===== config.mk =====
export PLATFORM = sky130hd
export DESIGN_NAME = crc32_packet_deframer_top
export DESIGN_NICKNAME = d
export VERILOG_FILES = /design/src/cpd_pkg.sv /design/src/cpd_frame_ctrl.sv /design/src/cpd_out_fifo.sv /design/src/crc32_packet_deframer_top.sv
export SDC_FILE = /design/constraint.sdc
export NUM_CORES = 1
export LEC_CHECK = 0
export ABC_AREA = 1
export BUFFER_PORTS_ARGS = -buffer_cell sky130_fd_sc_hd__buf_2
export CAP_MARGIN = 25
export CORE_MARGIN = 4
export CORE_UTILIZATION = 50
export CTS_BUF_LIST = sky130_fd_sc_hd__clkbuf_16
export CTS_CLUSTER_SIZE = 8
export DETAILED_ROUTE_END_ITERATION = 10
export PLACE_DENSITY = 0.69
export SYNTH_ARGS = -nofsm -noshare
export SYNTH_HDL_FRONTEND = slang
export SYNTH_HIERARCHICAL = 1
export SYNTH_SLANG_ARGS = --single-unit

===== constraint.sdc =====
create_clock -name clk_i -period 5.26 [get_ports clk_i]
set_input_delay 0.526 -clock clk_i [delete_from_list [all_inputs] [get_ports clk_i]]
set_output_delay 0.526 -clock clk_i [all_outputs]
set_load 0.01 [all_outputs]

===== src/cpd_pkg.sv =====
// ----------------------------------------------------------------------------
// cpd_pkg
// Shared types, constants and the byte-wide CRC-32 step for the deframer.
// ----------------------------------------------------------------------------
package cpd_pkg;

  localparam int unsigned HDR_LEN     = 8;     // header bytes
  localparam int unsigned HDR_CRC_END = 12;    // header plus its crc
  localparam int unsigned CRC_LEN     = 4;
  localparam int unsigned MAX_PAYLOAD = 512;
  localparam int unsigned LEN_SAT     = 1023;  // reported length ceiling
  localparam int unsigned POS_W       = 10;
  localparam int unsigned FIFO_DEPTH  = 4;
  localparam int unsigned PTR_W       = $clog2(FIFO_DEPTH);
  localparam int unsigned CNT_W       = PTR_W + 1;

  localparam logic [31:0] CRC_POLY = 32'hEDB8_8320;
  localparam logic [31:0] CRC_INIT = 32'hFFFF_FFFF;

  typedef enum logic [2:0] {
    ST_OK        = 3'd0,
    ST_BAD_TYPE  = 3'd1,
    ST_LEN_BIG   = 3'd2,
    ST_TRUNC_PAY = 3'd3,
    ST_HDR_CRC   = 3'd4,
    ST_PAY_CRC   = 3'd5,
    ST_SHORT     = 3'd6
  } status_e;

  typedef enum logic {
    KIND_PAYLOAD = 1'b0,
    KIND_STATUS  = 1'b1
  } kind_e;

  typedef struct packed {
    kind_e        kind;
    logic [7:0]   payload_byte;
    status_e      status;
    logic [1:0]   packet_type;
    logic         truncated_flag;
    logic [4:0]   window;
    logic [7:0]   sequence_number;
    logic [9:0]   payload_length;
    logic [31:0]  timestamp;
    logic         last;
  } res_t;

  // up to two results per accepted byte
  typedef struct packed {
    logic [1:0] n;
    res_t       first;
    res_t       second;
  } push_t;

  function automatic logic [31:0] crc32_byte(input logic [31:0] c, input logic [7:0] b);
    logic [31:0] r;
    r = c ^ {24'd0, b};
    for (int k = 0; k < 8; k++) begin
      r = (r >> 1) ^ (CRC_POLY & {32{r[0]}});
    end
    return r;
  endfunction

endpackage


===== src/cpd_frame_ctrl.sv =====
// ----------------------------------------------------------------------------
// cpd_frame_ctrl
// Frame state: header capture, crc checks, payload forwarding, status build.
// ----------------------------------------------------------------------------
module cpd_frame_ctrl import cpd_pkg::*; (
  input  logic        clk_i,
  input  logic        rst_ni,
  input  logic        accept_i,
  input  logic [7:0]  data_byte_i,
  input  logic        end_of_frame_i,
  output push_t       push_o
);

  logic [POS_W-1:0] pos_q, pos_d;
  logic [7:0]       hdr_q [HDR_LEN];
  logic [7:0]       hdr_d [HDR_LEN];
  logic [31:0]      crc_q, crc_d;
  logic [31:0]      rcrc_q, rcrc_d;
  status_e          err_q, err_d;
  logic             hp_q, hp_d;

  logic [15:0]      len_cur, len_new, len_rep;
  logic [16:0]      pos_ext, pos_next_ext, pay_end, crc_end;
  logic             fwd;
  status_e          st;
  res_t             pay_res, st_res;

  always_comb begin
    pos_d   = pos_q;
    hdr_d   = hdr_q;
    crc_d   = crc_q;
    rcrc_d  = rcrc_q;
    err_d   = err_q;
    hp_d    = hp_q;
    fwd     = 1'b0;
    len_cur = {hdr_q[2], hdr_q[3]};
    len_new = {hdr_q[2], data_byte_i};
    pos_ext = {7'd0, pos_q};
    pay_end = 17'(len_cur) + 17'(HDR_CRC_END);
    crc_end = pay_end + 17'(CRC_LEN);

    if (pos_q < POS_W'(HDR_LEN)) begin
      hdr_d[pos_q[2:0]] = data_byte_i;
      crc_d = crc32_byte(crc_q, data_byte_i);
      if (pos_q == '0 && data_byte_i[7:6] == 2'd0 && err_q == ST_OK) begin
        err_d = ST_BAD_TYPE;
      end
      if (pos_q == POS_W'(3) && err_q == ST_OK) begin
        if (len_new > 16'(MAX_PAYLOAD)) begin
          err_d = ST_LEN_BIG;
        end else if (hdr_q[0][5] && len_new != 16'd0) begin
          err_d = ST_TRUNC_PAY;
        end
      end
    end else if (pos_q < POS_W'(HDR_CRC_END)) begin
      rcrc_d = {rcrc_q[23:0], data_byte_i};
      if (pos_q == POS_W'(HDR_CRC_END - 1) && err_q == ST_OK) begin
        if (rcrc_d != ~crc_q) begin
          err_d = ST_HDR_CRC;
        end else begin
          hp_d = 1'b1;
        end
        crc_d  = CRC_INIT;
        rcrc_d = '0;
      end
    end else if (hp_q) begin
      if (pos_ext < pay_end) begin
        fwd   = 1'b1;
        crc_d = crc32_byte(crc_q, data_byte_i);
      end else if (len_cur != 16'd0 && pos_ext < crc_end) begin
        rcrc_d = {rcrc_q[23:0], data_byte_i};
        if (pos_ext == crc_end - 17'd1 && rcrc_d != ~crc_q && err_q == ST_OK) begin
          err_d = ST_PAY_CRC;
        end
      end
    end

    // position saturates on very long frames
    if (pos_q != '1) begin
      pos_d = pos_q + POS_W'(1);
    end
  end

  // status report from the updated state
  always_comb begin
    len_rep      = {hdr_d[2], hdr_d[3]};
    pos_next_ext = {7'd0, pos_d};
    if (err_d != ST_OK) begin
      st = err_d;
    end else if (!hp_d) begin
      st = ST_SHORT;
    end else if (pos_next_ext < 17'(len_rep) + 17'(HDR_CRC_END)
                 + ((len_rep != 16'd0) ? 17'(CRC_LEN) : 17'd0)) begin
      st = ST_SHORT;
    end else begin
      st = ST_OK;
    end

    st_res.kind            = KIND_STATUS;
    st_res.payload_byte    = '0;
    st_res.status          = st;
    st_res.packet_type     = hdr_d[0][7:6];
    st_res.truncated_flag  = hdr_d[0][5];
    st_res.window          = hdr_d[0][4:0];
    st_res.sequence_number = hdr_d[1];
    st_res.payload_length  = (len_rep > 16'(LEN_SAT)) ? 10'(LEN_SAT) : len_rep[9:0];
    st_res.timestamp       = {hdr_d[7], hdr_d[6], hdr_d[5], hdr_d[4]};
    st_res.last            = 1'b1;

    pay_res              = '0;
    pay_res.kind         = KIND_PAYLOAD;
    pay_res.payload_byte = data_byte_i;
    pay_res.status       = ST_OK;
    pay_res.last         = !end_of_frame_i;
  end

  always_comb begin
    push_o = '0;
    if (accept_i) begin
      if (fwd) begin
        push_o.first  = pay_res;
        push_o.second = st_res;
        push_o.n      = end_of_frame_i ? 2'd2 : 2'd1;
      end else if (end_of_frame_i) begin
        push_o.first = st_res;
        push_o.n     = 2'd1;
      end
    end
  end

  always_ff @(posedge clk_i or negedge rst_ni) begin
    if (!rst_ni) begin
      pos_q  <= '0;
      hdr_q  <= '{default: '0};
      crc_q  <= CRC_INIT;
      rcrc_q <= '0;
      err_q  <= ST_OK;
      hp_q   <= 1'b0;
    end else if (accept_i) begin
      if (end_of_frame_i) begin
        pos_q  <= '0;
        hdr_q  <= '{default: '0};
        crc_q  <= CRC_INIT;
        rcrc_q <= '0;
        err_q  <= ST_OK;
        hp_q   <= 1'b0;
      end else begin
        pos_q  <= pos_d;
        hdr_q  <= hdr_d;
        crc_q  <= crc_d;
        rcrc_q <= rcrc_d;
        err_q  <= err_d;
        hp_q   <= hp_d;
      end
    end
  end

`ifndef NO_ASSERTIONS
  // a passed header never coexists with a latched header-stage error
  a_pass_no_err: assert property (@(posedge clk_i) disable iff (!rst_ni)
    hp_q |-> (err_q == ST_OK || err_q == ST_PAY_CRC))
    else $error("header passed with early error latched");

  a_fwd_needs_pass: assert property (@(posedge clk_i) disable iff (!rst_ni)
    (push_o.n != 2'd0 && push_o.first.kind == KIND_PAYLOAD) |-> hp_q)
    else $error("payload forwarded without a passed header");

  a_eof_clears: assert property (@(posedge clk_i) disable iff (!rst_ni)
    (accept_i && end_of_frame_i) |=> (pos_q == '0 && !hp_q && err_q == ST_OK))
    else $error("frame state not cleared after end of frame");
`endif

endmodule


===== src/cpd_out_fifo.sv =====
// ----------------------------------------------------------------------------
// cpd_out_fifo
// Small result queue taking up to two results a cycle, draining one unless stalled.
// ----------------------------------------------------------------------------
module cpd_out_fifo import cpd_pkg::*; (
  input  logic  clk_i,
  input  logic  rst_ni,
  input  push_t push_i,
  output logic  full_o,
  output logic  out_valid_o,
  input  logic  out_stall_i,
  output res_t  head_o
);

  res_t             mem_q [FIFO_DEPTH];
  logic [PTR_W-1:0] wr_q, wr_d, rd_q, rd_d;
  logic [CNT_W-1:0] cnt_q, cnt_d;
  logic             pop;

  assign out_valid_o = cnt_q != '0;
  assign head_o      = mem_q[rd_q];
  assign pop         = out_valid_o && !out_stall_i;
  // room for two is kept so an end byte with payload always fits
  assign full_o      = cnt_q > CNT_W'(FIFO_DEPTH - 2);

  always_comb begin
    wr_d  = wr_q + PTR_W'(push_i.n);
    rd_d  = rd_q + PTR_W'(pop);
    cnt_d = cnt_q + CNT_W'(push_i.n) - CNT_W'(pop);
  end

  always_ff @(posedge clk_i) begin
    if (push_i.n != 2'd0) begin
      mem_q[wr_q] <= push_i.first;
    end
    if (push_i.n == 2'd2) begin
      mem_q[wr_q + PTR_W'(1)] <= push_i.second;
    end
  end

  always_ff @(posedge clk_i or negedge rst_ni) begin
    if (!rst_ni) begin
      wr_q  <= '0;
      rd_q  <= '0;
      cnt_q <= '0;
    end else begin
      wr_q  <= wr_d;
      rd_q  <= rd_d;
      cnt_q <= cnt_d;
    end
  end

`ifndef NO_ASSERTIONS
  a_no_overflow: assert property (@(posedge clk_i) disable iff (!rst_ni)
    (push_i.n != 2'd0) |-> (CNT_W'(push_i.n) + cnt_q <= CNT_W'(FIFO_DEPTH)))
    else $error("result queue overflow");

  a_ptr_gap: assert property (@(posedge clk_i) disable iff (!rst_ni)
    (cnt_q != CNT_W'(FIFO_DEPTH)) |-> (PTR_W'(wr_q - rd_q) == cnt_q[PTR_W-1:0]))
    else $error("queue pointers and count disagree");

  a_push_two_end: assert property (@(posedge clk_i) disable iff (!rst_ni)
    (push_i.n == 2'd2) |-> (push_i.second.kind == KIND_STATUS && push_i.second.last))
    else $error("second result is not a closing status");
`endif

endmodule


===== src/crc32_packet_deframer_top.sv =====
// Each result is queued in a four-entry queue when its byte is accepted and
// is presented once the results ahead of it have drained. Throughput: one
// byte per cycle while the input is not stalled; a closing payload byte
// yields two results. Input stalls while more than two results are queued.
// Reset (rst_ni low, asynchronous) empties the queue and clears frame state.
// ----------------------------------------------------------------------------
// crc32_packet_deframer_top
// Byte-stream deframer with crc-32 checked header and payload.
// ----------------------------------------------------------------------------
module crc32_packet_deframer_top import cpd_pkg::*; (
  input  logic        clk_i,
  input  logic        rst_ni,
  input  logic        in_valid_i,
  output logic        in_stall_o,
  input  logic [7:0]  data_byte_i,
  input  logic        end_of_frame_i,
  output logic        out_valid_o,
  input  logic        out_stall_i,
  output logic        result_kind_o,
  output logic [7:0]  payload_byte_o,
  output logic [2:0]  status_o,
  output logic [1:0]  packet_type_o,
  output logic        truncated_flag_o,
  output logic [4:0]  window_o,
  output logic [7:0]  sequence_number_o,
  output logic [9:0]  payload_length_o,
  output logic [31:0] timestamp_o,
  output logic        last_o
);

  logic  accept;
  push_t push;
  res_t  head;

  assign accept = in_valid_i && !in_stall_o;

  cpd_frame_ctrl u_ctrl (
    .clk_i          (clk_i),
    .rst_ni         (rst_ni),
    .accept_i       (accept),
    .data_byte_i    (data_byte_i),
    .end_of_frame_i (end_of_frame_i),
    .push_o         (push)
  );

  cpd_out_fifo u_fifo (
    .clk_i       (clk_i),
    .rst_ni      (rst_ni),
    .push_i      (push),
    .full_o      (in_stall_o),
    .out_valid_o (out_valid_o),
    .out_stall_i (out_stall_i),
    .head_o      (head)
  );

  assign result_kind_o     = head.kind;
  assign payload_byte_o    = head.payload_byte;
  assign status_o          = head.status;
  assign packet_type_o     = head.packet_type;
  assign truncated_flag_o  = head.truncated_flag;
  assign window_o          = head.window;
  assign sequence_number_o = head.sequence_number;
  assign payload_length_o  = head.payload_length;
  assign timestamp_o       = head.timestamp;
  assign last_o            = head.last;

endmodule


Yosys cells after proc, flatten, opt, wreduce, memory -nomap -nowiden. Memory sizes are Yosys's and may differ from the RTL's. Index checks and enable logic that the tools add are counted.

Register bits after elaboration: 141. RAM bits: 284. Input bits: 13. Output and inout port bits: 73. Logic and storage cells: 143. Memories kept: 1.

Add/sub/neg operators: 11. $lt $le $gt $ge: 10. Equal/unequal tests: 9. Mux-type cells: 56. Bitwise gates (word level): 11. Reductions and logical operators: 29.

Memory list: u_fifo.mem_q (depth 4, bits a word 71, rd ports 1, clocked after memory_dff 0, wr ports 2, line cpd_out_fifo.sv:15) `res_t mem_q [FIFO_DEPTH];`.

Operators with widths (number): $xor A31 B32 Y32 (8); $mux W32 (6); $mux W24 (7); $mux W144 (1); $mux W64 (2); $mux W73 (1); $mux W72 (1); $mux W71 (1); $bwmux W64 (1); $lt A10 B17 Y1 (3); $mux W3 (17); $reduce_bool A16 Y1 (3); $add A16 B4 Y17 const B (2); $gt A16 B10 Y1 const B (2); $ne A32 B32 Y1 (1); $not A32 Y32 (1); $xor A32 B8 Y32 (1); $mux W10 (3); $demux W8 S3 (1); $lt A10 B4 Y1 const B (2); $add A17 B17 Y17 (1); $add A17 B3 Y17 const B (1); $eq A10 B17 Y1 (1); $sub A17 B1 Y17 const B (1); 30 further kinds (58).

Logic depth before layout (Yosys ltp).
Word-level depth: 20. Mapped depth: 35. Gate-level depth less buffers: 34.

Modules after synthesis. The synthesis kept the hierarchy.

Modules (own cells, without submodules): cpd_out_fifo (instances 1, cells an instance 1516, area an instance 14316.2 um^2, seq. area each 8703.3 um^2); cpd_frame_ctrl (instances 1, cells an instance 1628, area an instance 10882.9 um^2, seq. area each 3393.3 um^2); crc32_packet_deframer_top (instances 1, cells an instance 2, area an instance 10.0 um^2, seq. area each 0.0 um^2).

Least setup slack after synthesis. OpenSTA, ideal clock, no wires.

Kind: register to register. From: register u_ctrl/hdr_q[34] (netlist bit). To: memory u_fifo/mem_q[3][0] (netlist bit) (enable). Setup time: 0.735 ns. Arrival: 4.580 ns. Data required time: 4.525 ns. Setup slack: -0.055 ns. Cell stages (with the launch flop): 28. Path buffers: 2. Clock period less this slack: 5.315 ns. Path through: dfrtp_1 inv_2 ha_1 inv_2 nand2_1 inv_2 nand2_1 nand2_1 nand2_2 ha_1 nand2_1 nor2_1 a21boi_0 o21ai_0 nand2_1 nand2_1 inv_1 nor2_1 nand2_1 inv_1 ha_1 nand2_1 inv_1 buf_4 nor2_4 nand2_2 clkbuf_1 nand2_1.

RTL lines: from (decl) (line cpd_frame_ctrl.sv:15) `logic [7:0] hdr_q [HDR_LEN];`; from (signal assigned) (line cpd_frame_ctrl.sv:149) `hdr_q <= hdr_d;`; to (decl) (line cpd_out_fifo.sv:15).

==> results.toml <==
[clock_tree]
clkLatencyLatePin_ns = 0.61
clk_pin_slew_worst_paths_ns = 0.05
cts.path.max_buffers = 3
cts_max_level = 2
tritoncts.num_buffers = 59
cts_num_sinks = 425
cts-root-buf = "clkbuf_16"
cts_hold_buf = 0
cts_tree = "built"

[sta]
slew_violations = 0
fmax_mhz = 202
finalHoldViolations = 5
tightest_slew_ns = 0.964
fin_crit_ns = 4.95
fin_hold_ws_ns = -0.0504
period_share_pct = 94.2
rsz0062_at_grt = "yes"
setup_violations = 0
slew_headroom_pct = 35.6
clock_skew_ns = 0.0210

[place]
port_buffers = 85
post-dp-hpwl_microns = 43800
place_congestion = 0.950
placed_cell_area_sq_mm = 0.0263

[synthesis]
postSynthCellCount = 3146
synth_area_leaders = "edfxtp_1 34%, dfrtp_1 11%, nand2_1 9.8%, o21ai_0 9.6%, nor2_1 7.0%"
synth_edf_count = 284
synth_seq_cells = 425
syn_avg_cell_area_sq_um = 8.01
ys.warnings.count = 6
synth_cell_type_count = 50
syn_area_sq_mm = 0.0252
synth_top_area_share_pct = 33.8
yosysSeqAreaShare_pct = 48.0
synthArstFlopShare_pct = 33.2
synthFlopType = "edfxtp_1"
yosys.area.top_type = "edfxtp_1"

[global_route]
grt_start_max_net_pins = 142
grt.overflow.total = 0
grt_use_total_pct = 25.9
antenna_found_initial = 1
grt_pass1_wl_microns = 112000
grt_pass1_vias = 20916

[critical_path]
required_ns = 5.55
worstSetupEndpointType = "flop"
arrival_ns = 5.24
cp_max_fo = 32
crit_type = "flop to flop"
cp-start-kind = "flop"

[power_and_ir_drop]
power_frac_seq_pct = 28.4
leakagePower_nw = 11.3
clockPowerShare_pct = 20.8
p_int_mw = 9.13
peakVddDrop_mv = 0.308
switchingPower_mw = 7.40
pwr-share-comb_pct = 50.8
power.density_mw_per_mm2 = 587
switching_share_pct = 44.7

[die]
core_sq_mm = 0.0500
start_util_pct = 50.5
io_pins = 86
die_w_microns = 233
rows = 82
die-area_sq_mm = 0.0541
fp.dieH_microns = 233

[detailed_routing]
drcViolationCount = 0
wl_per_cell_microns = 18.1
first_iter_violations = 1953
viasPerCell = 5.56
vias = 21739
routed_wl_microns = 70700
drtAntennaViolNets = 0
dr.pass1.iters = 6

[status]
status = "finished, violations left"
violations = "negative hold slack"

[final_layout]
layout_common_cells = "651 x nand2_1, 473 x o21ai_0, 466 x nor2_1"
final_cell_area_sq_mm = 0.0282
drive_above_1_share_pct = 11.8
num-fill-cells = 4445
synthToLayoutAreaGrowth_pct = 11.7
final_common_cell = "nand2_1"
nets = 3252
multi_input_area_sq_mm = 0.0111
seq_area_sq_mm = 0.0121

[job]
drv_cap = 0

[hold_path]
hold_class = "input port to async pin"
==> cells by family after synthesis <==
logic type | after synthesis | synth area share [%]
AO/OA/AOI/OAI | 789 | 16.5
XOR/XNOR | 82 | 2.88
adder cells (fa/ha/maj) | 46 | 2.34
buffers and inverters | 479 | 8.60
flip-flops | 425 | 48.0
other | 1 | 0.0149
AND/OR/NAND/NOR | 1324 | 21.7
==> flip-flops by register name, indices dropped and copies added, names as in the netlist <==
| register | flops |
|---|---|
| u_ctrl/crc_q | 32 |
| u_ctrl/err_q | 3 |
| u_fifo/rd_q | 2 |
| u_ctrl/hdr_q | 64 |
| u_fifo/mem_q | 284 |
| u_ctrl/pos_q | 10 |
| u_ctrl/rcrc_q | 24 |
| u_ctrl/hp_q | 1 |
| u_fifo/cnt_q | 3 |
| u_fifo/wr_q | 2 |
==> worst paths after layout <==
| check | startpoint | to | slack (ns) | depth (start not counted) |
|---|---|---|---|---|
| max reg2reg | u_ctrl/hdr_q[34]$_DFFE_PN0P_ | u_fifo/mem_q[1][18]$_DFFE_PP_ | 0.31 | 26 |
| max in group asynchronous | rst_ni | u_ctrl/hdr_q[3]$_DFFE_PN0P_ | 4.54 | 2 |
| min in group clk_i | out_stall_i | u_fifo/rd_q[0]$_DFF_PN0_ | 0.27 | 4 |
| min | rst_ni | u_ctrl/rcrc_q[13]$_DFFE_PN0P_ | -0.05 | 2 |
| max | u_ctrl/hdr_q[34]$_DFFE_PN0P_ | u_fifo/mem_q[1][18]$_DFFE_PP_ | 0.31 | 26 |
| min reg2reg | u_fifo/rd_q[1]$_DFF_PN0_ | u_fifo/rd_q[1]$_DFF_PN0_ | 0.50 | 2 |
==> critical path: stages, from the launching register on <==
cell and delay (ns):
dfrtp_1 0.50, inv_2 0.17, ha_1 0.27, inv_2 0.13, nand2_1 0.11, inv_2 0.12
nand2_1 0.06, nand2_1 0.07, nand2_2 0.13, ha_1 0.34, nand2_1 0.07, nor2_1 0.15
a21boi_0 0.20, o21ai_0 0.14, nand2_1 0.10, nand2_1 0.07, inv_1 0.09, nor2_1 0.06
nand2_1 0.16, inv_1 0.08, ha_1 0.26, nand2_1 0.06, inv_1 0.16, nor2_4 0.28
nand2_8 0.21, nand2_4 0.31, buf_4 0.30
==> per-layer routing <==
layer / wire [microns] / global-route usage, %
met1: 30400 / 35.2
met2: 33400 / 43.6
met3: 4970 / 3.62
met4: 1890 / 7.47
met5: 0 / 0
==> final cells by class <==
type | instances | area share [%]
Antenna cell | 1 | 0.00889
Clock inverter | 48 | 0.720
Clock buffer | 59 | 5.24
Multi-Input combinational cell | 2249 | 39.6
Timing Repair Buffer | 161 | 4.52
Tap cell | 672 | 2.99
Inverter | 297 | 3.99
Sequential cell | 425 | 43.0
==> metrics by stage <==
step | setup WS, ns | TNS (ns) | cells | total power [mW] | util, %
finish | 0.307 | 0 | 3912 | 16.5 | 56.3
global route | -0.0363 | -0.0948 | 3911 | 17.8 | 56.3
CTS | 0.0709 | 0 | 3908 | 16.4 | 56.0
detailed placement | 0.139 | 0 | 3801 | 12.9 | 52.7
global placement | 0.313 | 0 | 3801 | 12.7 | 52.7
floorplan | 0.00121 | 0 | 3153 | 10.4 | -
==> synth_stat cells, types with 2 or more instances <==
| library cell | count |
|---|---|
| nor3_1 | 16 |
| o22ai_1 | 70 |
| clkbuf_1 | 97 |
| o21ai_1 | 159 |
| nand2_2 | 20 |
| xor2_1 | 62 |
| dfstp_2 | 32 |
| nand3_2 | 8 |
| a31oi_1 | 7 |
| dfrtp_1 | 109 |
| buf_6 | 34 |
| nand4_1 | 27 |
| nand3_1 | 97 |
| edfxtp_1 | 284 |
| inv_1 | 271 |
| or2_2 | 2 |
| nor2_1 | 468 |
| nand2_1 | 656 |
| nor2_4 | 10 |
| buf_2 | 32 |
| a21oi_1 | 40 |
| clkbuf_8 | 2 |
| fa_1 | 2 |
| xnor2_1 | 19 |
| inv_2 | 24 |
| buf_1 | 3 |
| nor2_2 | 8 |
| nor3_2 | 3 |
| o21a_1 | 2 |
| o211ai_1 | 2 |
| o21ai_0 | 484 |
| a21boi_0 | 2 |
| nand2_4 | 2 |
| buf_4 | 13 |
| o21ai_2 | 19 |
| nor4_1 | 3 |
| ha_1 | 44 |
==> power groups by stage <==
| stage | registers, mW | clock network (mW) | logic, mW |
|---|---|---|---|
| 5_1_grt | 4.76 | 3.63 | 9.42 |
| 2_1_floorplan | 4.63 | 0 | 5.73 |
| 3_5_place_dp | 4.74 | 0 | 8.13 |
| 4_1_cts | 4.68 | 3.50 | 8.20 |
| 3_3_place_gp | 4.72 | 0 | 7.98 |
| 6_report | 4.69 | 3.44 | 8.40 |
==> what timing repair did <==
item	in CTS	in global routing
gates resized for setup	0	34
setup endpoints to repair	0	174
buffers inserted	0	2
(Power assumes the default switching activity.)
